**config.mk**
```make
export PLATFORM = sky130hd
export DESIGN_NAME = button_press_classifier_unit
export DESIGN_NICKNAME = d
export VERILOG_FILES = /design/src/rtl/core/bpc_pkg.sv /design/src/rtl/core/bpc_cfg_regs.sv /design/src/rtl/core/bpc_core.sv /design/src/rtl/core/button_press_classifier_unit.sv
export SDC_FILE = /design/constraint.sdc
export NUM_CORES = 1
export LEC_CHECK = 0
export BUFFER_PORTS_ARGS = -buffer_cell sky130_fd_sc_hd__buf_2
export CORE_MARGIN = 4
export CORE_UTILIZATION = 45
export CTS_CLUSTER_SIZE = 10
export DETAILED_ROUTE_END_ITERATION = 8
export PLACE_DENSITY = 0.62
export SLEW_MARGIN = 10
export SYNTH_ARGS = -nofsm -noshare
export SYNTH_HDL_FRONTEND = slang
export SYNTH_HIERARCHICAL = 1
export SYNTH_SLANG_ARGS = --single-unit
```
**constraint.sdc**
```tcl
create_clock -name clk_i -period 3.8 [get_ports clk_i]
set_clock_uncertainty 0.1 [all_clocks]
set_input_delay 0 -clock clk_i [delete_from_list [all_inputs] [get_ports clk_i]]
set_output_delay 0 -clock clk_i [all_outputs]
set_load 0.01 [all_outputs]
```
**src/rtl/core/bpc_pkg.sv**
```systemverilog
`timescale 1ns / 1ps
// ----------------------------------------------------------------------------
// bpc_pkg
// Shared types and constants for the button press classifier.
// ----------------------------------------------------------------------------
package bpc_pkg;

  localparam int unsigned CountWidth = 16;
  localparam int unsigned ThreshWidth = 16;
  localparam int unsigned TicksWidth = 16;
  // wide enough for count + 1 and for every threshold
  localparam int unsigned CmpWidth =
      ((CountWidth + 1) > (ThreshWidth + 1)) ? (CountWidth + 1) : (ThreshWidth + 1);

  localparam int unsigned InDataWidth = 8;
  localparam int unsigned OutDataWidth = 48;
  localparam int unsigned CfgIdxWidth = 2;

  localparam logic [7:0] BlinkTop = 8'd200;
  localparam logic [7:0] BlinkIdle = 8'd150;

  typedef enum logic [CfgIdxWidth-1:0] {
    CFG_SHORT = 2'd0,
    CFG_LONG  = 2'd1,
    CFG_EXTRA = 2'd2
  } cfg_idx_e;

  typedef enum logic [1:0] {
    ST_NONE    = 2'd0,
    ST_PRESSED = 2'd1,
    ST_HELD    = 2'd2,
    ST_EXTRA   = 2'd3
  } status_e;

  typedef struct packed {
    logic [ThreshWidth-1:0] short_threshold;
    logic [ThreshWidth-1:0] long_threshold;
    logic [ThreshWidth-1:0] extra_threshold;
  } cfg_t;

  typedef struct packed {
    logic blink_enable;
    logic start_clear;
    logic trigger_clear;
    logic start_level;
    logic trigger_level;
  } item_t;

  typedef struct packed {
    logic [7:0]            blink_phase;
    logic [TicksWidth-1:0] start_ticks;
    logic [TicksWidth-1:0] trigger_ticks;
    status_e               start_status;
    status_e               trigger_status;
  } result_t;

  function automatic logic [CmpWidth-1:0] cnt_ext(input logic [CountWidth-1:0] c);
    cnt_ext = CmpWidth'(c);
  endfunction

  function automatic logic [CmpWidth-1:0] thr_ext(input logic [ThreshWidth-1:0] t);
    thr_ext = CmpWidth'(t);
  endfunction

  function automatic logic [CountWidth-1:0] thr_to_cnt(input logic [ThreshWidth-1:0] t);
    logic [CmpWidth-1:0] w;
    w = CmpWidth'(t);
    thr_to_cnt = w[CountWidth-1:0];
  endfunction

  function automatic logic [TicksWidth-1:0] cnt_to_ticks(input logic [CountWidth-1:0] c);
    logic [CmpWidth-1:0] w;
    w = CmpWidth'(c);
    cnt_to_ticks = w[TicksWidth-1:0];
  endfunction

endpackage

```
**src/rtl/core/bpc_cfg_regs.sv**
```systemverilog
`timescale 1ns / 1ps
// ----------------------------------------------------------------------------
// bpc_cfg_regs
// Threshold registers written through the plain configuration port.
// ----------------------------------------------------------------------------
module bpc_cfg_regs import bpc_pkg::*; (
  input  logic                   clk_i,
  input  logic                   rst_ni,
  input  logic                   cfg_we_i,
  input  logic [CfgIdxWidth-1:0] cfg_idx_i,
  input  logic [ThreshWidth-1:0] cfg_data_i,
  output cfg_t                   cfg_o
);

  cfg_t cfg_q;

  always_ff @(posedge clk_i or negedge rst_ni) begin
    if (!rst_ni) begin
      cfg_q.short_threshold <= ThreshWidth'(5);
      cfg_q.long_threshold  <= ThreshWidth'(100);
      cfg_q.extra_threshold <= ThreshWidth'(500);
    end else if (cfg_we_i) begin
      case (cfg_idx_e'(cfg_idx_i))
        CFG_SHORT: cfg_q.short_threshold <= cfg_data_i;
        CFG_LONG:  cfg_q.long_threshold  <= cfg_data_i;
        CFG_EXTRA: cfg_q.extra_threshold <= cfg_data_i;
        default:   cfg_q <= cfg_q; // unmapped index: drop
      endcase
    end
  end

  assign cfg_o = cfg_q;

endmodule

```
**src/rtl/core/bpc_core.sv**
```systemverilog
`timescale 1ns / 1ps
// ----------------------------------------------------------------------------
// bpc_core
// Press counters, status and blink state; next values for one tick word.
// ----------------------------------------------------------------------------
module bpc_core import bpc_pkg::*; (
  input  logic    clk_i,
  input  logic    rst_ni,
  input  logic    advance_i,
  input  item_t   item_i,
  input  cfg_t    cfg_i,
  output result_t result_o
);

  logic [CountWidth-1:0] trig_cnt_q, trig_cnt_d;
  logic [CountWidth-1:0] start_cnt_q, start_cnt_d;
  status_e               trig_st_q, trig_st_d;
  status_e               start_st_q, start_st_d;
  logic [7:0]            blink_q, blink_d;

  logic [CmpWidth-1:0] trig_nxt, start_nxt;
  logic [CmpWidth-1:0] short_w, long_w, extra_w;
  logic                trig_qual, start_qual;
  status_e             trig_st_pre, start_st_pre;
  logic [7:0]          blink_inc;

  always_comb begin
    short_w   = thr_ext(cfg_i.short_threshold);
    long_w    = thr_ext(cfg_i.long_threshold);
    extra_w   = thr_ext(cfg_i.extra_threshold);
    trig_nxt  = cnt_ext(trig_cnt_q) + CmpWidth'(1);
    start_nxt = cnt_ext(start_cnt_q) + CmpWidth'(1);
    trig_qual  = (cnt_ext(trig_cnt_q) > short_w) && (cnt_ext(trig_cnt_q) < long_w);
    start_qual = (cnt_ext(start_cnt_q) > short_w) && (cnt_ext(start_cnt_q) < long_w);

    // clear requests act on status before the tick
    trig_st_pre  = item_i.trigger_clear ? ST_NONE : trig_st_q;
    start_st_pre = item_i.start_clear ? ST_NONE : start_st_q;

    trig_st_d  = trig_st_pre;
    trig_cnt_d = trig_cnt_q;
    if (item_i.trigger_level) begin
      if (trig_nxt > long_w) begin
        trig_cnt_d = thr_to_cnt(cfg_i.long_threshold);
        trig_st_d  = ST_HELD;
      end else begin
        trig_cnt_d = trig_nxt[CountWidth-1:0];
      end
    end else begin
      if (trig_qual) begin
        trig_st_d = ST_PRESSED;
      end else if (trig_st_pre == ST_HELD) begin
        trig_st_d = ST_NONE;
      end
      trig_cnt_d = '0;
    end

    start_st_d  = start_st_pre;
    start_cnt_d = start_cnt_q;
    if (item_i.start_level) begin
      if (start_nxt > extra_w) begin
        start_cnt_d = thr_to_cnt(cfg_i.extra_threshold);
        start_st_d  = ST_EXTRA;
      end else if (start_nxt > long_w) begin
        start_cnt_d = start_nxt[CountWidth-1:0];
        start_st_d  = ST_HELD;
      end else begin
        start_cnt_d = start_nxt[CountWidth-1:0];
      end
    end else begin
      if (start_qual) begin
        start_st_d = ST_PRESSED;
      end else if (start_st_pre == ST_HELD || start_st_pre == ST_EXTRA) begin
        start_st_d = ST_NONE;
      end
      start_cnt_d = '0;
    end

    blink_inc = blink_q + 8'd1;
    if (item_i.blink_enable) begin
      blink_d = (blink_inc > BlinkTop) ? 8'd0 : blink_inc;
    end else begin
      blink_d = BlinkIdle;
    end
  end

  always_ff @(posedge clk_i or negedge rst_ni) begin
    if (!rst_ni) begin
      trig_cnt_q  <= '0;
      start_cnt_q <= '0;
      trig_st_q   <= ST_NONE;
      start_st_q  <= ST_NONE;
      blink_q     <= BlinkIdle;
    end else if (advance_i) begin
      trig_cnt_q  <= trig_cnt_d;
      start_cnt_q <= start_cnt_d;
      trig_st_q   <= trig_st_d;
      start_st_q  <= start_st_d;
      blink_q     <= blink_d;
    end
  end

  assign result_o.trigger_status = trig_st_d;
  assign result_o.start_status   = start_st_d;
  assign result_o.trigger_ticks  = cnt_to_ticks(trig_cnt_d);
  assign result_o.start_ticks    = cnt_to_ticks(start_cnt_d);
  assign result_o.blink_phase    = blink_d;

  a_trig_no_extra: assert property (@(posedge clk_i) disable iff (!rst_ni)
    trig_st_q != ST_EXTRA) else $error("trigger status reached extra held");

  a_blink_range: assert property (@(posedge clk_i) disable iff (!rst_ni)
    blink_q <= BlinkTop) else $error("blink counter beyond its top");

  a_release_zero: assert property (@(posedge clk_i) disable iff (!rst_ni)
    advance_i && !item_i.trigger_level && !item_i.start_level |=>
      trig_cnt_q == '0 && start_cnt_q == '0) else $error("released counter not cleared");

  a_blink_idle: assert property (@(posedge clk_i) disable iff (!rst_ni)
    advance_i && !item_i.blink_enable |=> blink_q == BlinkIdle)
    else $error("disabled blink counter not parked");

endmodule

```
**src/rtl/core/button_press_classifier_unit.sv**
```systemverilog
`timescale 1ns / 1ps
// ----------------------------------------------------------------------------
// button_press_classifier_unit
// Short/long press classifier for a trigger and a start button, one tick
// word in, one status word out.
// ----------------------------------------------------------------------------
//  channel   | direction | word
//  s_axis    | in        | one timer tick: button levels, clears, blink enable
//  m_axis    | out       | statuses, press durations, blink phase after tick
//  cfg       | in        | threshold write, no read-back
//
// One word per cycle sustained while m_axis is ready; a taken word passes
// through the input register, then the result register, to m_axis.
// The state update happens as a word moves from the input to the result
// register, so a stalled m_axis holds the state too.
// Reset clears both valids and loads the reset thresholds and state.
// ----------------------------------------------------------------------------
module button_press_classifier_unit import bpc_pkg::*; (
  input  logic                    clk_i,
  input  logic                    rst_ni,
  input  logic                    s_axis_tvalid,
  output logic                    s_axis_tready,
  // [0] trigger_level, [1] start_level, [2] trigger_clear, [3] start_clear,
  // [4] blink_enable, [7:5] zero
  input  logic [InDataWidth-1:0]  s_axis_tdata,
  output logic                    m_axis_tvalid,
  input  logic                    m_axis_tready,
  // [1:0] trigger_status, [3:2] start_status, [19:4] trigger_ticks,
  // [35:20] start_ticks, [43:36] blink_phase, [47:44] zero
  output logic [OutDataWidth-1:0] m_axis_tdata,
  input  logic                    cfg_we_i,
  input  logic [CfgIdxWidth-1:0]  cfg_idx_i,
  input  logic [ThreshWidth-1:0]  cfg_data_i
);

  cfg_t    cfg;
  result_t result;
  item_t   in_q;
  logic    in_vld_q;
  logic    out_vld_q;
  result_t out_q;
  logic    advance;
  logic    take;

  assign advance       = in_vld_q && (!out_vld_q || m_axis_tready);
  assign s_axis_tready = !in_vld_q || advance;
  assign take          = s_axis_tvalid && s_axis_tready;

  bpc_cfg_regs u_cfg (
    .clk_i      (clk_i),
    .rst_ni     (rst_ni),
    .cfg_we_i   (cfg_we_i),
    .cfg_idx_i  (cfg_idx_i),
    .cfg_data_i (cfg_data_i),
    .cfg_o      (cfg)
  );

  bpc_core u_core (
    .clk_i     (clk_i),
    .rst_ni    (rst_ni),
    .advance_i (advance),
    .item_i    (in_q),
    .cfg_i     (cfg),
    .result_o  (result)
  );

  always_ff @(posedge clk_i or negedge rst_ni) begin
    if (!rst_ni) begin
      in_vld_q  <= 1'b0;
      out_vld_q <= 1'b0;
    end else begin
      if (take) begin
        in_vld_q <= 1'b1;
      end else if (advance) begin
        in_vld_q <= 1'b0;
      end
      if (advance) begin
        out_vld_q <= 1'b1;
      end else if (m_axis_tready) begin
        out_vld_q <= 1'b0;
      end
    end
  end

  always_ff @(posedge clk_i) begin
    if (take) begin
      in_q <= s_axis_tdata[$bits(item_t)-1:0];
    end
    if (advance) begin
      out_q <= result;
    end
  end

  assign m_axis_tvalid = out_vld_q;
  assign m_axis_tdata  = OutDataWidth'(out_q);

endmodule

```
==> results of run 1 <==
==> cell families after synthesis <==
group	after synthesis
simple gates	212
compound gates	160
flops	143
fa+ha+maj	116
buf+inv	90
mux	89
xor+xnor	33
other cells	1
==> routing by layer <==
| layer | track usage [%] | share of wire, % | up-vias |
|---|---|---|---|
| met1 | 29.79 | 49 | 3330 |
| met2 | 31.81 | 46 | 145 |
| met4 | 4.805 | 1.0 | 0 |
| met5 | 0 | 0 | - |
| li1 | - | - | 3389 |
| met3 | 3.441 | 3.7 | 20 |
==> area by class of cell <==
class	count	area (µm²)	share of cell area (%)
timing repair buffer	140	998.5	8.974
clock buffer	18	450.4	4.049
multi-input combinational	614	5116	45.99
tap	270	337.8	3.036
inverter	60	225.2	2.024
sequential	143	3842	34.54
clock inverter	14	155.1	1.395
==> final timing paths <==
check | endpoint | from | cells past startpoint | slack, ps
min in group asynchronous | u_core/trig_cnt_q[0] | rst_ni | 2 | 150
worst min register to register | u_cfg/cfg_o[39] | u_cfg/cfg_o[39] | 1 | 410
max in group asynchronous | u_core/blink_q[1] | rst_ni | 3 | 2430
worst max register to register | m_axis_tdata[23] | u_core/start_cnt_q[4] | 14 | 120
worst max-delay path | m_axis_tdata[23] | u_core/start_cnt_q[4] | 14 | 120
worst min-delay path | u_cfg/cfg_o[36] | cfg_we_i | 3 | 120
==> stage by stage <==
step           hold slack [ps]  setup slack, ps
3_3_place_gp             76.60            31.39
3_5_place_dp             78.10           -20.34
2_1_floorplan           -395.6            108.5
6_report                 116.8            124.6
5_1_grt                  111.7           -9.841
4_1_cts                  104.9            5.641
==> state kept, by name (all words and copies together) (netlist names) <==
| name | flops |
|---|---|
| u_core/start_cnt_q | 16 |
| m_axis_tvalid | 1 |
| u_cfg/cfg_o | 48 |
| m_axis_tdata | 44 |
| in_vld_q | 1 |
| u_core/trig_st_q | 2 |
| u_core/blink_q | 8 |
| u_core/trig_cnt_q | 16 |
| u_core/start_st_q | 2 |
| in_q | 5 |
==> power by group <==
| group | switching (mW) | leakage (nW) | internal (mW) |
|---|---|---|---|
| sequential | 0.190 | 1.64 | 1.84 |
| clock | 0.693 | 0.298 | 1.01 |
| combinational | 0.756 | 3.23 | 0.616 |
==> worst max-delay path: cells and delay by family (launching register included) <==
family	cells	cell delay [ps]
and+or+nand+nor	6	1160
AOI/OAI and AO/OA	4	890
DFF	1	350
xor gates and xnor gates	1	150
buffers and inverters	1	200
muxes	1	260
adders and majority gates	1	280
==> cell usage in the layout (no fill, tap or decap), drive strengths merged, types with 29 or more instances in the layout <==
cell type	synthesis	layout
a21oi	32	32
buf	11	110
dfrtp	79	79
dlygate4sd3	0	29
edfxtp	49	49
ha	116	116
inv	60	63
mux2	53	53
mux2i	36	36
nand2	45	45
nor2	51	51
==> what timing repair did <==
| item | CTS | global route |
|---|---|---|
| endpoints found under the setup margin | 6 | 31 |
| hold endpoints to repair | 107 | 0 |
| resized for setup | 1 | 22 |
| pin swaps | 0 | 4 |
| cloned | 0 | 1 |
| hold buffers | 29 | 0 |
| setup buffers | 0 | 3 |
==> metrics.csv, run 1 <==
stage,metric,value,unit
sta,fmaxAchievable,0.2721,GHz
yosys,synth_mux_area_share,10.37,%
worst_setup_path,cp_max_fo,8,
clocking,cts_tree,done,
final_layout,instances_no_fill,1259,
yosys,yosysTopAreaCell,dfrtp_1,
power,p_leak,5.169,nW
worst_setup_path,critPathKind,flip-flop to flip-flop,
sta,hold_violations,0,
place,placed_area,0.01006,mm²
global_route,grt_pass1_wl,36380,µm
sta,slew_violations,0,
clocking,clock_sinks,143,
yosys,synthArstFlopShare,65.73,%
hold_path,hold_path.class,input port to flip-flop,
floorplan,die-area,0.02286,mm²
floorplan,start_util,45.61,%
place,place_inst,1194,
sta,slew_headroom,35.75,%
yosys,synth_top_area_share,21.42,%
route,vias,6884,
route,ant_nets,0,
yosys,synth-compound-area-share,12.27,%
final_layout,area_delta_synth_final,20.55,%
global_route,antenna_found_initial,0,
worst_setup_path,critPathArrivalTime,3720,ps
clocking,clk_pin_slew,70,ps
sta,setup_viol_count_final,0,
yosys,synth_top_family_by_area,adder cells,
yosys,yosys.area_share.simple,12.47,%
route,drt_iter0_markers,330,
yosys,syn_inst,844,
route,drt_wl_total,22580,µm
route,drc,0,
route,avgRoutedWirePerCell,17.93,µm
clocking,clk_latency,430,ps
power,power,5.109,mW
final_layout,utilization,54.98,%
clocking,cts_made_buffers,17,
sta,period_needed,3675,ps
sta,setup_tns,0,ps
floorplan,row_count,52,
worst_setup_path,cp-end-kind,flip-flop,
yosys,syn_area_per_cell,10.93,µm²
worst_setup_path,max_stage_delay,350,ps
route,drtPass1Iterations,5,
yosys,synthXorXnorAreaFrac,3.132,%
worst_setup_path,cp.required,3850,ps
final_layout,antenna_cells,0,
clocking,htreeDepth,4,
floorplan,pin_count,81,
yosys,synthTopCellsByCount,"ha_1, dfrtp_1, inv_1",
route,vias_per_cell,5.468,
power,powerDensity,459.2,mW/mm²
power,vdd_drop_max,287.8,µV
sta,post-route-period-util,96.72,%
clocking,cts_max_path_buffers,2,
yosys,ys_seq_area_share,41.64,%
worst_setup_path,worst_setup_path_start_kind,flip-flop,
yosys,synth_edf_count,49,
yosys,ys_ff_latch,143,
yosys,synth_fa_ha_area_share,15.73,%
place,hpwl,16890,µm
run_status,status,"finished, final reports clean",
sta,tightest_slew,962.7,ps
global_route,grt_start_max_net_pins,63,
yosys,synth_most_common_cell,ha_1,
clocking,cts-root-buf,clkbuf_16,
worst_setup_path,slowest_stage,dfrtp_1,
final_layout,nets,1123,
global_route,grt_pass1_vias,6782,
yosys,synth.area.top_cells,"dfrtp_1, edfxtp_1, ha_1",
place,place.port_buffers,73,
run,maxCapViolCount,0,
final_layout,final_area,0.01113,mm²
worst_setup_path,cpMostUsedCell,and4_4,
place,place_congestion,0.8521,
floorplan,die_h,151.2,µm
global_route,grt_use_total,20.43,%
yosys,syn_area,0.009229,mm²
yosys,synth_flop_cell,dfrtp_1,
floorplan,core_area,0.02023,mm²
final_layout,fillers,1752,
global_route,overflow,0,
final_layout,drive_gt1_share,24.97,%
yosys,yosys_warnings,6,
worst_setup_path,crit_chain,"and4_4, and4_4, nand2_2, or3_4, xnor2_2, ha_1, and3_1, a221o_1, a221oi_2, o211ai_2, o21ai_4, buf_12, mux2i_2, nor2_1",
yosys,synth_cell_type_count,76,
floorplan,die_w,151.2,µm
(Power assumes the default switching activity.)
==> run 2, diff against run 1 <==
GPL_ROUTABILITY_DRIVEN = 1   (was not set)
clock period = 3 ns   (was 3.8 ns; I/O delays follow)
==> run 2 against run 1 <==
Net effect: critical endpoint is now m_axis_tdata[31]; clock power up 26%; maximum frequency up 3.5%; first-iteration DRC count up 4.2%; worst hold slack worse by 47 ps; non-clock buffer count up 104; the run now ends with negative setup slack left; register-to-register slack worse by 670 ps; combinational power up 53%; cell count up 8.4%.
==> metrics.csv, run 2 (same netlist as run 1, synthesis figures left out) <==
stage,metric,value,unit
worst_setup_path,r2r_end,m_axis_tdata[31],
route,drt_iter0_markers,344,
sta,setup_viol_count_final,72,
sta,worst_slack,-549.5,ps
global_route,antenna_found_initial,0,
worst_setup_path,critPathKind,flip-flop to flip-flop,
power,p_sw,2.291,mW
route,drc,0,
route,vias_per_cell,5.470,
global_route,grt_start_max_net_pins,50,
route,ant_nets,0,
global_route,grtUsageMet3,3.651,%
floorplan,start_util,45.61,%
final_layout,drive_gt1_share,37.17,%
clocking,cts_max_path_buffers,2,
global_route,grt_use_total,22.83,%
final_layout,antenna_cells,0,
floorplan,die-area,0.02286,mm²
route,drt_wl_total,26050,µm
global_route,use_met1,32.18,%
worst_setup_path,cp-end-kind,flip-flop,
floorplan,pin_count,81,
power,p_leak,5.834,nW
route,drtPass1Iterations,4,
power,vdd_drop_max,409.1,µV
sta,slew_headroom,35.51,%
worst_setup_path,worst_setup_path_start_kind,flip-flop,
worst_setup_path,r2r_setup_slack,-550,ps
sta,post-route-period-util,118.3,%
run,maxCapViolCount,0,
global_route,grt_pass1_wl,40230,µm
clocking,clk_pin_slew,70,ps
global_route,gr-usage-met2,36.67,%
worst_setup_path,cp.required,3070,ps
worst_setup_path,timing.rr.start,u_core/start_cnt_q[3],
sta,fmaxAchievable,0.2817,GHz
floorplan,die_w,151.2,µm
power,powerDensity,551.8,mW/mm²
route,vias,7467,
clocking,htreeDepth,4,
power,switching_share,33.44,%
sta,tightest_slew,966.3,ps
floorplan,row_count,52,
place,hpwl,18100,µm
clocking,cts-root-buf,clkbuf_16,
clocking,clk_latency,430,ps
global_route,top_usage_layer,met2,
place,pre_cts_ws,-689.6,ps
route,avgRoutedWirePerCell,19.08,µm
global_route,grt_pass1_vias,7532,
place,place.port_buffers,73,
final_layout,utilization,61.36,%
final_layout,fillers,1634,
clocking,cts_tree,done,
final_layout,seqCellArea,0.003844,mm²
worst_setup_path,critPathArrivalTime,3620,ps
power,comb_power_share,30.5,%
sta,hold_violations,0,
clocking,cts_made_buffers,17,
place,place_congestion,0.8734,
sta,slew_violations,0,
hold_path,hold_path.class,input port to asynchronous set/reset pin,
sta,hold_slack,69.46,ps
final_layout,nets,1229,
final_layout,multi_input_area,0.005564,mm²
sta,rsz0062_at_grt,yes,
run_status,status,"finished, violations left",
global_route,overflow,0,
final_layout,largest_reg_flops,48,
worst_setup_path,reg2regPathDepth,14,
final_layout,layout_common_cells,"buf_4, ha_1, dfrtp_1",
sta,period_needed,3549,ps
clocking,clock_sinks,143,
floorplan,die_h,151.2,µm
floorplan,core_area,0.02023,mm²
run_status,violations,negative setup slack,
power,p_int,4.560,mW
final_layout,layout_commonest_cell,buf_4,
power,seq_power_share,38.0,%
final_layout,area_delta_synth_final,34.53,%
worst_setup_path,cp_max_fo,7,
power,p_clk_share,31.4,%
## run 2: cell count changes in the layout (fill, tap and decap cells not counted), moves of 6 or more
cell and change:
buf_4 +85, buf_6 +20, mux2i_1 -17, mux2i_4 +11, xnor2_1 -8, xnor2_2 +8, o2bb2ai_1 -7, o2bb2ai_2 +7
mux2i_2 +6
## run 2: timing repair
action | 4_1_cts | 5_1_grt
setup endpoints to repair | 72 | 72
gates cloned | 2 | 0
hold buffers | 27 | 0
resized for setup | 69 | 40
endpoints found under the hold margin | 108 | 0
pin swaps | 30 | 21
setup buffers | 18 | 15
## run 2: through the flow
stage	instance area (µm²)	TNS (ps)	power, mW	std cells
floorplan	9301	-16000	3.690	847
global placement	10710	-33030	4.437	1272
detailed placement	10710	-34860	4.486	1272
CTS	12060	-25230	6.807	1351
global route	12420	-39060	7.241	1365
finish	12420	-30590	6.851	1365
## run 2: how the worst max path moves through the flow
stage	end	cells past startpoint	slack (ps)	from
floorplan	m_axis_tdata[25]	14	-540	u_core/start_cnt_q[2]
global placement	u_core/start_cnt_q[9]	14	-630	u_core/start_cnt_q[1]
detailed placement	u_core/start_cnt_q[9]	14	-690	u_core/start_cnt_q[1]
CTS	m_axis_tdata[30]	14	-560	u_core/start_cnt_q[3]
global route	m_axis_tdata[31]	14	-680	u_core/start_cnt_q[4]
finish	m_axis_tdata[31]	14	-550	u_core/start_cnt_q[3]
## run 2: layout make-up
class / count / area share, %
Timing Repair Buffer: 244 / 14.96
Sequential cell: 143 / 30.96
Clock inverter: 15 / 1.310
Inverter: 60 / 1.814
Multi-Input combinational cell: 616 / 44.81
Tap cell: 270 / 2.721
Clock buffer: 17 / 3.426
## run 2: routing by layer
layer	vias up	share of wire (%)	wire, µm
li1	3595	-	-
met1	3683	47	12350
met2	156	48	12410
met3	33	3.3	861
met4	0	1.6	421
met5	-	0	0
## run 2: power by group through the flow
stage	clock network [mW]	registers, mW	logic (mW)
2_1_floorplan	0	2.56	1.13
3_3_place_gp	0	2.60	1.84
3_5_place_dp	0	2.60	1.89
4_1_cts	2.19	2.59	2.03
5_1_grt	2.28	2.63	2.33
6_report	2.15	2.60	2.09
## run 2: critical path, stage by stage (launching register included)
cell and delay [ps]:
dfrtp_1 360, and4_4 230, and4_4 250, nand2_4 60, or3_4 340, xnor2_2 140
ha_1 270, and3_4 170, a221o_1 320, a221oi_2 250, o211ai_2 140, o21ai_4 110
buf_12 190, mux2i_4 270, nor2_1 70
